$ cat src/i2c_blm_pkg.sv
// Package with request/result types, command codes and phase encoding for the I2C bit engine.
package i2c_blm_pkg;

  // One tick of input: optional command plus the sampled SDA level
  typedef struct packed {
    logic       cmd_valid;
    logic [2:0] func;
    logic [7:0] write_byte;
    logic       sda_in;
  } i2c_req_t;

  // Pin levels and status after one tick
  typedef struct packed {
    logic       scl_out;
    logic       sda_out;
    logic       sda_drive;
    logic       busy_res;
    logic       done_res;
    logic [7:0] read_byte;
    logic       ack_received;
  } i2c_res_t;

  // Command codes
  localparam logic [2:0] FuncStart = 3'd0;
  localparam logic [2:0] FuncStop  = 3'd1;
  localparam logic [2:0] FuncWrite = 3'd2;
  localparam logic [2:0] FuncRead  = 3'd3;
  localparam logic [2:0] FuncAck   = 3'd4;
  localparam logic [2:0] FuncNack  = 3'd5;

  // Bits per byte transfer
  localparam logic [3:0] BitsPerByte = 4'd8;

  // Sequencer phases, one-hot
  typedef enum logic [12:0] {
    PhIdle = 13'b0000000000001,
    PhS1   = 13'b0000000000010,
    PhS2   = 13'b0000000000100,
    PhP1   = 13'b0000000001000,
    PhP2   = 13'b0000000010000,
    PhWlo  = 13'b0000000100000,
    PhWhi  = 13'b0000001000000,
    PhAlo  = 13'b0000010000000,
    PhAhi  = 13'b0000100000000,
    PhRlo  = 13'b0001000000000,
    PhRhi  = 13'b0010000000000,
    PhClo  = 13'b0100000000000,
    PhChi  = 13'b1000000000000
  } phase_e;

endpackage

$ cat src/i2c_bit_level_master.sv
// Top level of the single-master I2C bit engine: input register, sequencer, result register.
//
//  channel | direction | handshake             | payload
//  --------+-----------+-----------------------+--------------------
//  in      | request   | in_valid_i/in_stall_o | in_req_i  (i2c_req_t)
//  out     | result    | out_valid_o/out_stall_i | out_res_o (i2c_res_t)
//  cfg     | write     | cfg_valid_i/cfg_ready_o | cfg_data_i (delay_ticks)
//
// One tick request per clock cycle unless the output stalls; each request
// yields one result, via the input register, then the sequencer step into the
// result register. The step is a command decode, or a counter decrement and
// phase decode. Reset puts the pins at SCL high, SDA driven high, delay 20
// ticks. A stalled result holds; the input register still takes a request
// while the result register is full only if it is itself empty.
module i2c_bit_level_master (
  input  logic                  clk_i,
  input  logic                  rst_ni,
  input  logic                  in_valid_i,
  output logic                  in_stall_o,
  input  i2c_blm_pkg::i2c_req_t in_req_i,
  output logic                  out_valid_o,
  input  logic                  out_stall_i,
  output i2c_blm_pkg::i2c_res_t out_res_o,
  input  logic                  cfg_valid_i,
  output logic                  cfg_ready_o,
  input  logic [15:0]           cfg_data_i
);
  import i2c_blm_pkg::*;

  // Pipeline registers
  logic     in_vld_q;
  i2c_req_t in_q;
  logic     out_vld_q;
  i2c_res_t out_q;
  logic     out_free;
  logic     step;

  // Sequencer state
  logic [15:0] delay_q;
  phase_e      phase_q, phase_d;
  logic [3:0]  bit_q, bit_d;
  logic [7:0]  shift_q, shift_d;
  logic [15:0] cnt_q, cnt_d;
  logic        scl_q, scl_d;
  logic        sda_q, sda_d;
  logic        drv_q, drv_d;
  logic        ack_q, ack_d;
  logic [7:0]  hold_q, hold_d;
  logic        done;
  logic [15:0] wait_len;
  logic [3:0]  bit_inc;
  logic [7:0]  shift_up;

  assign out_free   = !out_vld_q || !out_stall_i;
  assign step       = in_vld_q && out_free;
  assign in_stall_o = in_vld_q && !out_free;
  assign cfg_ready_o = 1'b1;

  assign wait_len = (delay_q == '0) ? 16'd1 : delay_q;
  assign bit_inc  = bit_q + 4'd1;
  assign shift_up = {shift_q[6:0], 1'b0};

  // One tick of the bit sequencer
  always_comb begin
    phase_d = phase_q;
    bit_d   = bit_q;
    shift_d = shift_q;
    cnt_d   = cnt_q;
    scl_d   = scl_q;
    sda_d   = sda_q;
    drv_d   = drv_q;
    ack_d   = ack_q;
    hold_d  = hold_q;
    done    = 1'b0;
    if (phase_q == PhIdle) begin
      if (in_q.cmd_valid) begin
        case (in_q.func)
          FuncStart: begin
            sda_d = 1'b1; scl_d = 1'b1; drv_d = 1'b1;
            phase_d = PhS1; cnt_d = wait_len;
          end
          FuncStop: begin
            drv_d = 1'b1; sda_d = 1'b0;
            phase_d = PhP1; cnt_d = wait_len;
          end
          FuncWrite: begin
            drv_d = 1'b1; shift_d = in_q.write_byte; bit_d = '0;
            sda_d = in_q.write_byte[7];
            phase_d = PhWlo; cnt_d = wait_len;
          end
          FuncRead: begin
            drv_d = 1'b0; shift_d = '0; bit_d = '0;
            phase_d = PhRlo; cnt_d = wait_len;
          end
          FuncAck, FuncNack: begin
            drv_d = 1'b1; sda_d = (in_q.func == FuncNack);
            phase_d = PhClo; cnt_d = wait_len;
          end
          default: ;  // undefined codes leave the engine idle
        endcase
      end
    end else begin
      cnt_d = cnt_q - 16'd1;
      if (cnt_d == '0) begin
        unique case (phase_q)
          PhS1: begin sda_d = 1'b0; phase_d = PhS2; cnt_d = wait_len; end
          PhS2: begin scl_d = 1'b0; phase_d = PhIdle; done = 1'b1; end
          PhP1: begin scl_d = 1'b1; phase_d = PhP2; cnt_d = wait_len; end
          PhP2: begin sda_d = 1'b1; phase_d = PhIdle; done = 1'b1; end
          PhWlo: begin scl_d = 1'b1; phase_d = PhWhi; cnt_d = wait_len; end
          PhWhi: begin
            scl_d = 1'b0; shift_d = shift_up; bit_d = bit_inc; cnt_d = wait_len;
            if (bit_inc < BitsPerByte) begin
              sda_d = shift_up[7]; phase_d = PhWlo;
            end else begin
              drv_d = 1'b0; phase_d = PhAlo;
            end
          end
          PhAlo: begin scl_d = 1'b1; phase_d = PhAhi; cnt_d = wait_len; end
          PhAhi: begin
            ack_d = !in_q.sda_in; scl_d = 1'b0; phase_d = PhIdle; done = 1'b1;
          end
          PhRlo: begin scl_d = 1'b1; phase_d = PhRhi; cnt_d = wait_len; end
          PhRhi: begin
            shift_d = {shift_q[6:0], in_q.sda_in}; scl_d = 1'b0; bit_d = bit_inc;
            if (bit_inc < BitsPerByte) begin
              phase_d = PhRlo; cnt_d = wait_len;
            end else begin
              hold_d = {shift_q[6:0], in_q.sda_in}; phase_d = PhIdle; done = 1'b1;
            end
          end
          PhClo: begin scl_d = 1'b1; phase_d = PhChi; cnt_d = wait_len; end
          PhChi: begin scl_d = 1'b0; phase_d = PhIdle; done = 1'b1; end
          default: phase_d = PhIdle;
        endcase
      end
    end
  end

  // Input register
  always_ff @(posedge clk_i or negedge rst_ni) begin
    if (!rst_ni) begin
      in_vld_q <= 1'b0;
    end else if (!in_stall_o) begin
      in_vld_q <= in_valid_i;
    end
  end

  always_ff @(posedge clk_i) begin
    if (in_valid_i && !in_stall_o) begin
      in_q <= in_req_i;
    end
  end

  // Sequencer state and delay register
  always_ff @(posedge clk_i or negedge rst_ni) begin
    if (!rst_ni) begin
      delay_q <= 16'd20;
      phase_q <= PhIdle;
      bit_q   <= '0;
      shift_q <= '0;
      cnt_q   <= '0;
      scl_q   <= 1'b1;
      sda_q   <= 1'b1;
      drv_q   <= 1'b1;
      ack_q   <= 1'b0;
      hold_q  <= '0;
    end else begin
      if (cfg_valid_i) begin
        delay_q <= cfg_data_i;
      end
      if (step) begin
        phase_q <= phase_d;
        bit_q   <= bit_d;
        shift_q <= shift_d;
        cnt_q   <= cnt_d;
        scl_q   <= scl_d;
        sda_q   <= sda_d;
        drv_q   <= drv_d;
        ack_q   <= ack_d;
        hold_q  <= hold_d;
      end
    end
  end

  // Result register
  always_ff @(posedge clk_i or negedge rst_ni) begin
    if (!rst_ni) begin
      out_vld_q <= 1'b0;
    end else if (out_free) begin
      out_vld_q <= step;
    end
  end

  always_ff @(posedge clk_i) begin
    if (step) begin
      out_q.scl_out      <= scl_d;
      out_q.sda_out      <= sda_d;
      out_q.sda_drive    <= drv_d;
      out_q.busy_res     <= (phase_d != PhIdle);
      out_q.done_res     <= done;
      out_q.read_byte    <= hold_d;
      out_q.ack_received <= ack_d;
    end
  end

  assign out_valid_o = out_vld_q;
  assign out_res_o   = out_q;

endmodule

$ cat config.mk
export PLATFORM = sky130hd
export DESIGN_NAME = i2c_bit_level_master
export DESIGN_NICKNAME = d
export VERILOG_FILES = /design/src/i2c_blm_pkg.sv /design/src/i2c_bit_level_master.sv
export SDC_FILE = /design/constraint.sdc
export NUM_CORES = 1
export LEC_CHECK = 0
export BUFFER_PORTS_ARGS = -buffer_cell sky130_fd_sc_hd__buf_2
export CAP_MARGIN = 20
export CORE_ASPECT_RATIO = 1.25
export CORE_MARGIN = 2
export CORE_UTILIZATION = 30
export DETAILED_ROUTE_END_ITERATION = 10
export PLACE_DENSITY_LB_ADDON = 0.25
export SYNTH_ARGS = -nofsm -noshare
export SYNTH_HDL_FRONTEND = slang
export SYNTH_SLANG_ARGS = --single-unit
$ cat constraint.sdc
create_clock -name clk_i -period 5.7 [get_ports clk_i]
set_input_delay 0.285 -clock clk_i [delete_from_list [all_inputs] [get_ports clk_i]]
set_output_delay 0.285 -clock clk_i [all_outputs]
set_load 0.01 [all_outputs]
# Word level (Yosys, flattened, before mapping)
# Index checks and enable logic that the tools add are counted.
# Widths: inputs -> output; s select.
# op_classes
addsub,2
magnitude_cmp,1
n_eq_ne,23
n_mux,50
bitwise,1
n_reduce_logical,28
# ops
operator,n
$pmux 13 s8,1
$mux 16,6
$pmux 13 s5,1
$mux 8,5
$mux 13,3
$logic_not 16->1,2
$pmux 16 s2,1
$pmux 7 s2,2
$mux 7,3
$mux 4,5
$mux 1,17
$sub 16x1->16 const B,1
$reduce_or 5->1,3
$eq 13x1->1 const B,1
$eq 13x10->1 const B,1
$eq 13x11->1 const B,1
$eq 13x12->1 const B,1
$eq 13x13->1 const B,1
$eq 13x2->1 const B,1
$eq 13x3->1 const B,1
$eq 13x4->1 const B,1
$eq 13x5->1 const B,1
$eq 13x6->1 const B,1
$eq 13x7->1 const B,1
27 further kinds,44
# totals
reg_bits,97
in_bits,34
out_inout_bits,17
word_cells,128

# Longest topological paths before layout
# Gate-level depths: netlist (run 1).
# logic_depth
ltp_word,7
depth_mapped,12
depth_no_buf,9

# Least setup slack after synthesis (run 1)
# Ideal clock, no wire load.
# synth_timing
kind,reg-to-reg
from,register cnt_q[0]
to,register bit_q[2]
setup_ns,0.066
t_arrival_ns,2.875
required_ns,5.634
slack_ns,2.759
stages_incl_launch_ff,9
n_path_buf,1
synth_period_minus_slack_ns,2.941
path_cell_list,dfrtp_1 or4_4 or2_4 o31a_1 or3_1 buf_2 a221o_1 or4b_1 nand2_1
# synth_via
elab_chain_cells,4
# synth_lines
element,line_no,rtl
from (decl),i2c_bit_level_master.sv:43,"logic [15:0] cnt_q, cnt_d;"
from (signal assigned),i2c_bit_level_master.sv:176,cnt_q <= cnt_d;
$sub 16x1->16,i2c_bit_level_master.sv:103,cnt_d = cnt_q - 16'd1;
$logic_not 16->1,i2c_bit_level_master.sv:104,if (cnt_d == '0) begin
$reduce_bool 2->1 (no source line),-,
$reduce_and 5->1 (no source line),-,
to (signal assigned),i2c_bit_level_master.sv:174,bit_q <= bit_d;
to (decl),i2c_bit_level_master.sv:41,"logic [3:0] bit_q, bit_d;"
# Every way passes these cells.
# A chain may end at the register's enable or synchronous reset.

# Worst setup path in the final report (run 1)
# layout_timing
from,register phase_q[3]
to,register bit_q[2]
# layout_via
elab_chain_cells,4
word_cells_on_any_way,10
classes_between,5 x eq/ne; 1 x mux; 4 x reduce/logical
# layout_lines
element,line_no,rtl
from (decl),i2c_bit_level_master.sv:40,"phase_e phase_q, phase_d;"
from (signal assigned),i2c_bit_level_master.sv:159,phase_q <= PhIdle;
from (signal assigned),i2c_bit_level_master.sv:173,phase_q <= phase_d;
$eq 13x11->1 or $eq 13x7->1 (tied branches),i2c_bit_level_master.sv:105,unique case (phase_q)
$reduce_or 2->1 (no source line),-,
$reduce_bool 2->1 (no source line),-,
$reduce_and 5->1 (no source line),-,
# Several ways; a longest one is shown, not always the timed one.

==> metrics.md, run 1 <==
| Metric | Value |
|---|---|
| CP Launch Type | `register` |
| CP max FO | `21` |
| Setup TNS Final | `0 ns` |
| Antenna Violating Nets Remaining | `0` |
| Final Cell Area | `roughly 5600 µm²` |
| Starting DRT DRC Count | `slightly below 200` |
| Status | `complete, no violations` |
| Largest cells by area after synthesis | `dfrtp_1 (33%), edfxtp_1 (17%), mux2_2 (8.2%)` |
| Largest net degree at the start of global routing | `71` |
| Worst hold path startpoint | `in_req_i[5]` |
| Reg-to-reg setup timing slack | `2.09 ns` |
| Syn. warnings | `0` |
| Count of different cell masters after synthesis | `56` |
| Unrepaired setup endpoints after global routing | `false` |
| Via count | `around 3600` |
| Sw Share | `0.261` |
| Register area share after synthesis | `0.532` |
| Fmax | `277 MHz` |
| Register share of total power | `0.526` |
| Post-Syn Instances | `458` |
| Combinational cell fraction of total power | `0.115` |
| Top cell type's share of synthesized area | `0.332` |
| Vias per cell | `between 5 and 6` |
| Chip width | `approximately 120 µm` |
| Cell area after placement | `5300 µm²` |
| Clk_skew | `0.00905 ns` |
| Area Growth Syn to Fin | `15.4%` |
| HP Class | `in -> reg` |
| Commonest non-fill, non-tap cells in the layout | `dfrtp_1 (64), nand2_1 (59), buf_2 (50), o21ai_0 (35), mux2_2 (35)` |
| Clock buffer depth | `2` |
| Max VDD drop | `~0.12 mV` |
| Core footprint | `15700 µm²` |
| R2R cell count | `7` |
| Fraction of layout cells with a size suffix above 1 | `0.230` |
| Final Hold Viols | `0` |
| Gpl congestion | `between 0.8 and 0.9` |
| Antenna Diode Count | `0` |
| Remaining Overflow, GRT | `0` |
| Hold_ws | `0.118 ns` |
| Number of global-route vias before repair | `3611` |
| R2r startpoint | `phase_q[3]$_DFFE_PN0P_` |
| R2R Path End | `bit_q[2]$_DFFE_PN0P_` |
| Max capacitance violation total | `0` |
| CTS tree | `built` |
| Area of the die | `17100 µm²` |
| # nets final | `540` |
| Rel. slew slack | `0.376` |
| H-tree level count | `3` |
| Drt total wl | `around 11000 µm` |
| Worst Setup End Kind | `register` |
| Pint | `1160 µW` |
| First-pass GRT wire length | `18200 µm` |
| Async SR Flop Fraction | `0.722` |
| HPWL Detailed | `7800 µm` |
| Post-layout util | `0.355` |
| Synth area leader | `dfrtp_1` |
| Die H | `between 100 and 150 µm` |
| # resized after CTS | `0` |
| Top_reg_cell synth | `dfrtp_1` |
| Layer with the highest usage | `met2` |
| Syn Area/Cell | `10.5 µm²` |
| Slew @ Worst Pin | `0.935 ns` |
| Leading cell type in the layout, fill and taps excluded | `dfrtp_1` |
| Tcrit/Tclk final | `0.634` |
| Post-CTS Hold Fix Bufs | `0` |
| TritonRoute pass-1 iters | `4` |
| WHS Endpoint | `in_q[5]$_DFFE_PP_` |
| CP arrival | `~3.9 ns` |
| Finish-stage setup viols | `0` |
| Post-synth EDFFs | `27` |
| # DRC | `0` |
| Top Ports | `around 50` |
| Cell Rows | `51` |
| WHS Path Cells | `1` |
| Initial Utilization | `0.308` |
| Port Buf Inserts | `49` |
| Worst skew pair latency | `0.34 ns` |
| M1 GR Usage | `0.165` |
| Net switching power | `410 µW` |
| Clock network power share | `0.359` |
| Power per Cell Area | `282 nW/µm²` |
| Min Tclk post-route | `3.61 ns` |
| Yosys reg bits | `97` |
| Clk sinks | `97` |
| GR Layer Usage met3 | `0.0278` |
| Max Transition Viols Final | `0` |
| Leak | `0.00236 µW` |
| Initial antenna violation count | `0` |
| Clock Root Buffer | `clkbuf_16` |
| Post-CTS setup buffer count | `0` |
| CP Class | `reg -> reg` |
| GR Util met2 | `0.226` |
| Mapped cell area | `4830 µm²` |
| Num CTS Buffers | `9` |
| Total track usage | `0.132` |
| Clk slew on worst S/H paths | `approximately 0.070 ns` |
| Synthesized Nets | `about 500` |
| DR WL/cell | `15.1 µm` |
| WP data required | `around 6 ns` |
==> final cells by class <==
| class | count | area (µm²) |
|---|---|---|
| sequential | 97 | 2570 |
| tap | 212 | 265 |
| timing repair buffer | 55 | 295 |
| clock inverter | 4 | 28.8 |
| inverter | 14 | 52.6 |
| fill | 1617 | 10100 |
| clock buffer | 12 | 246 |
| multi-input combinational | 326 | 2120 |
==> worst max path at each step <==
stage / depth (start not counted) / slack (ns) / startpoint / endpoint
floorplan: 8 / 2.76 / cnt_q[0]$_DFFE_PN0P_ / bit_q[2]$_DFFE_PN0P_
global placement: 7 / 2.05 / cnt_q[0]$_DFFE_PN0P_ / cnt_q[5]$_DFFE_PN0P_
detailed placement: 7 / 2.11 / phase_q[3]$_DFFE_PN0P_ / bit_q[2]$_DFFE_PN0P_
CTS: 7 / 2.09 / phase_q[3]$_DFFE_PN0P_ / bit_q[2]$_DFFE_PN0P_
global route: 7 / 1.73 / phase_q[3]$_DFFE_PN0P_ / bit_q[2]$_DFFE_PN0P_
finish: 7 / 2.09 / phase_q[3]$_DFFE_PN0P_ / bit_q[2]$_DFFE_PN0P_
==> metrics by stage <==
| stage | setup slack, ns | power, µW | std cells |
|---|---|---|---|
| finish | 2.09 | 1570 | 720 |
| global route | 1.73 | 1660 | 720 |
| CTS | 2.09 | 1600 | 719 |
| detailed placement | 2.11 | 1020 | 703 |
| global placement | 2.05 | 1020 | 701 |
| floorplan | 2.76 | 954 | 458 |
==> worst max-delay path, stage by stage, from the launching register on <==
cell and delay, ns:
dfrtp_1 0.47, or3_1 0.49, nor4_1 0.56, and3_1 0.68, nand3_1 0.15, a221o_1 0.58
or4b_1 0.54, nand2_1 0.07
==> power by group through the flow <==
| stage | combinational (µW) | clock, µW | sequential (µW) |
|---|---|---|---|
| after detailed placement | 184 | 0 | 841 |
| after floorplan | 125 | 0 | 828 |
| after global routing | 210 | 616 | 837 |
| after CTS | 185 | 584 | 827 |
| final | 181 | 564 | 827 |
| after global placement | 178 | 0 | 839 |
==> synth_stat cells (4+ instances only) <==
master,count
a21oi_1,15
a22oi_1,5
a2bb2oi_1,7
a31oi_1,4
and3_1,8
buf_2,4
clkbuf_1,14
dfrtp_1,64
dfstp_2,6
edfxtp_1,27
inv_1,14
mux2_2,35
mux2i_1,14
nand2_1,59
nand2b_1,8
nand3_1,17
nor2_1,21
nor3_1,13
nor4_1,13
o211ai_1,4
o21a_1,5
o21ai_0,35
or3_1,9
==> cells by family after synthesis <==
family,Yosys count,share of synthesized area
simple gates,169,0.176
compound gates,98,0.132
flops,97,0.532
mux,49,0.111
buf+inv,35,0.0306
xor+xnor,6,0.0109
fa+ha+maj,3,0.00777
other cells,1,0.000776
==> sequential cells by signal, indices dropped and copies added (netlist names), 4 cells and up <==
| register | flops |
|---|---|
| delay_q | 16 |
| out_res_o | 14 |
| hold_q | 8 |
| phase_q | 13 |
| shift_q | 7 |
| in_q | 13 |
| cnt_q | 16 |
| bit_q | 4 |
==> routing by layer <==
| metal | vias to the layer above | share of wire |
|---|---|---|
| li1 | 1785 | - |
| met5 | - | 0 |
| met3 | 13 | 0.029 |
| met1 | 1762 | 0.45 |
| met4 | 0 | 0.015 |
| met2 | 69 | 0.50 |
Power figures use the tool's default switching activity.
==> run 2, diff against run 1 <==
==> constraint.sdc (replaced) <==
create_clock -name clk_i -period 3.2 [get_ports clk_i]
set_input_delay 0.16 -clock clk_i [delete_from_list [all_inputs] [get_ports clk_i]]
set_output_delay 0.16 -clock clk_i [all_outputs]
set_load 0.01 [all_outputs]
==> run 2 against run 1 <==
Effect of this change:
- global-route usage up 0.26 points
- critical path type unchanged
- wire length up 2.5%
- sequential share of layout area down 1.9 points
- design area increased by 4.4%
- combinational power is 85% higher
- maximum frequency up 19%
- largest power group unchanged
- highest routed layer unchanged
- die area is the same
- hold slack lost 0.10 ns
- non-clock buffer count up 29
==> metrics.md, run 2 (synthesis results as in run 1) <==
| Metric | Value |
|---|---|
| R2R Path End | `bit_q[0]$_DFFE_PN0P_` |
| Cell area after placement | `5430 µm² (+2.6%)` |
| Worst skew pair latency | `0.34 ns (about the same)` |
| Vias per cell | `4.95 (-1.8%)` |
| HP Class | `in -> reg` |
| Fraction of layout cells with a size suffix above 1 | `0.253 (+0.0229)` |
| Final Cell Area | `5820 µm² (+4.4%)` |
| R2r startpoint | `cnt_q[0]$_DFFE_PN0P_` |
| Drt total wl | `11100 µm (+2.5%)` |
| Unrepaired setup endpoints after global routing | `false` |
| Clk_skew | `0.00915 ns (+0.0000967 ns)` |
| # nets final | `569 (+5.4%)` |
| PnR worst setup slack | `0.156 ns (-1.93 ns)` |
| Clock Root Buffer | `clkbuf_16` |
| Clk slew on worst S/H paths | `0.07 ns (about the same)` |
| Area of the die | `17100 µm² (unchanged)` |
| CP arrival | `3.33 ns (-0.57 ns)` |
| Power per Cell Area | `489 nW/µm² (+73%)` |
| First-pass GRT wire length | `18500 µm (+2.2%)` |
| Gpl congestion | `0.844 (+2.8%)` |
| HPWL Detailed | `8090 µm (+3.7%)` |
| Crit path from | `cnt_q[0]$_DFFE_PN0P_` |
| Slew @ Worst Pin | `0.923 ns (-0.0126 ns)` |
| CP Launch Type | `register` |
| # resized after CTS | `0 (unchanged)` |
| Antenna Violating Nets Remaining | `0 (unchanged)` |
| Fmax | `329 MHz (+19%)` |
| CP Class | `reg -> reg` |
| Core footprint | `15700 µm² (unchanged)` |
| Starting DRT DRC Count | `164 (-16%)` |
| Max Transition Viols Final | `0 (unchanged)` |
| Tcrit/Tclk final | `0.951 (+0.317)` |
| Post-layout util | `0.371 (+0.0156)` |
| Max capacitance violation total | `0 (unchanged)` |
| Remaining Overflow, GRT | `0 (unchanged)` |
| Non-Filler Instances | `749 (+4.0%)` |
| Reg-to-reg setup timing slack | `0.16 ns (-1.93 ns)` |
| Worst Setup EP | `bit_q[0]$_DFFE_PN0P_` |
| DR WL/cell | `14.9 µm (-1.5%)` |
| Area Growth Syn to Fin | `20.5%` |
| Final Hold Viols | `0 (unchanged)` |
| Clock network power share | `0.364 (+0.005)` |
| CP max FO | `20 (-4.8%)` |
| Sw Share | `0.272 (+0.0114)` |
| WP data required | `3.49 ns (-2.49 ns)` |
| Port Buf Inserts | `49 (unchanged)` |
| Min Tclk post-route | `3.04 ns (-0.571 ns)` |
| Chip width | `118 µm (unchanged)` |
| Initial Utilization | `0.308 (unchanged)` |
| Register share of total power | `0.518 (-0.008)` |
| Setup TNS Final | `0 ns (unchanged)` |
| R2R cell count | `8 (+1)` |
| Leak | `0.00249 µW (+5.7%)` |
| Finish-stage setup viols | `0 (unchanged)` |
| Pint | `2070 µW (+78%)` |
| Setup WS pre-CTS | `0.162 ns (-1.95 ns)` |
| Initial antenna violation count | `0 (unchanged)` |
| TritonRoute pass-1 iters | `4 (unchanged)` |
| Leading cell type in the layout, fill and taps excluded | `dfrtp_1` |
| Placed cells | `722 (+2.7%)` |
| Worst Setup End Kind | `register` |
| Commonest non-fill, non-tap cells in the layout | `dfrtp_1 (64), nand2_1 (59), buf_2 (49), o21ai_0 (35), mux2_2 (35)` |
| Die H | `146 µm (unchanged)` |
| Net switching power | `774 µW (+89%)` |
| Max VDD drop | `0.331 mV (+180%)` |
| Top Ports | `51 (unchanged)` |
| Antenna Diode Count | `0 (unchanged)` |
| CTS tree | `built` |
| Number of global-route vias before repair | `3696 (+2.4%)` |
| Clock buffer depth | `2 (unchanged)` |
| Cell Rows | `51 (unchanged)` |
| Largest net degree at the start of global routing | `71 (unchanged)` |
| Via count | `3707 (+2.1%)` |
| H-tree level count | `3 (unchanged)` |
| Clk sinks | `97 (unchanged)` |
| Combinational cell fraction of total power | `0.118 (+0.003)` |
| Rel. slew slack | `0.385 (+0.00837)` |
| Num CTS Buffers | `9 (unchanged)` |
| # DRC | `0 (unchanged)` |
| Total track usage | `0.134 (+0.00256)` |
| Status | `complete, no violations` |
[run 2: cell type report]
type / count / area [µm²]
Inverter: 14 / 52.6
Timing Repair Buffer: 84 / 536
Multi-Input combinational cell: 326 / 2120
Tap cell: 212 / 265
Clock buffer: 10 / 229
Fill cell: 1599 / 9880
Clock inverter: 6 / 51.3
Sequential cell: 97 / 2570
[run 2: through the flow]
step / hold WS, ns / power, µW
after global routing: 0.00917 / 3000
after floorplan: -0.136 / 1700
final: 0.0170 / 2850
after CTS: 0.00542 / 2880
after global placement: 0.337 / 1820
after detailed placement: 0.339 / 1830
[run 2: critical path: stages, from the launching register on]
cell,delay [ns]
dfrtp_1,0.43
or4_4,0.58
or2_4,0.27
o31a_1,0.34
or3_1,0.43
a221o_1,0.34
buf_4,0.20
or3_1,0.31
nand2_1,0.07
[run 2: power groups by stage]
stage,Sequential [µW],Combinational [µW],Clock (µW)
global route,1490,381,1120
global placement,1500,326,0
CTS,1470,344,1060
floorplan,1480,223,0
finish,1470,335,1040
detailed placement,1500,332,0
[run 2: worst min path at each step]
stage | from | to | slack, ns | depth (start not counted)
after global placement | in_req_i[0] | in_q[0]$_DFFE_PP_ | 0.34 | 1
after floorplan | rst_ni | ack_q$_DFFE_PN0P_ | -0.14 | 0
after detailed placement | in_req_i[9] | in_q[9]$_DFFE_PP_ | 0.34 | 1
after CTS | in_req_i[12] | in_q[12]$_DFFE_PP_ | 0.005 | 1
after global routing | in_req_i[8] | in_q[8]$_DFFE_PP_ | 0.009 | 1
final | in_req_i[8] | in_q[8]$_DFFE_PP_ | 0.02 | 1
[run 2: what timing repair did]
item,4_1_cts,5_1_grt
hold buffers,11,0
setup buffers,0,0
endpoints found under the hold margin,11,0
[run 2: per-layer routing]
metal  part of all wire  global-route usage  vias up
met2               0.51               0.242       76
met5                  0                   0        -
met3              0.031              0.0259        8
met1               0.45               0.160     1789
li1                   -                   -     1834
met4              0.012              0.0470        0
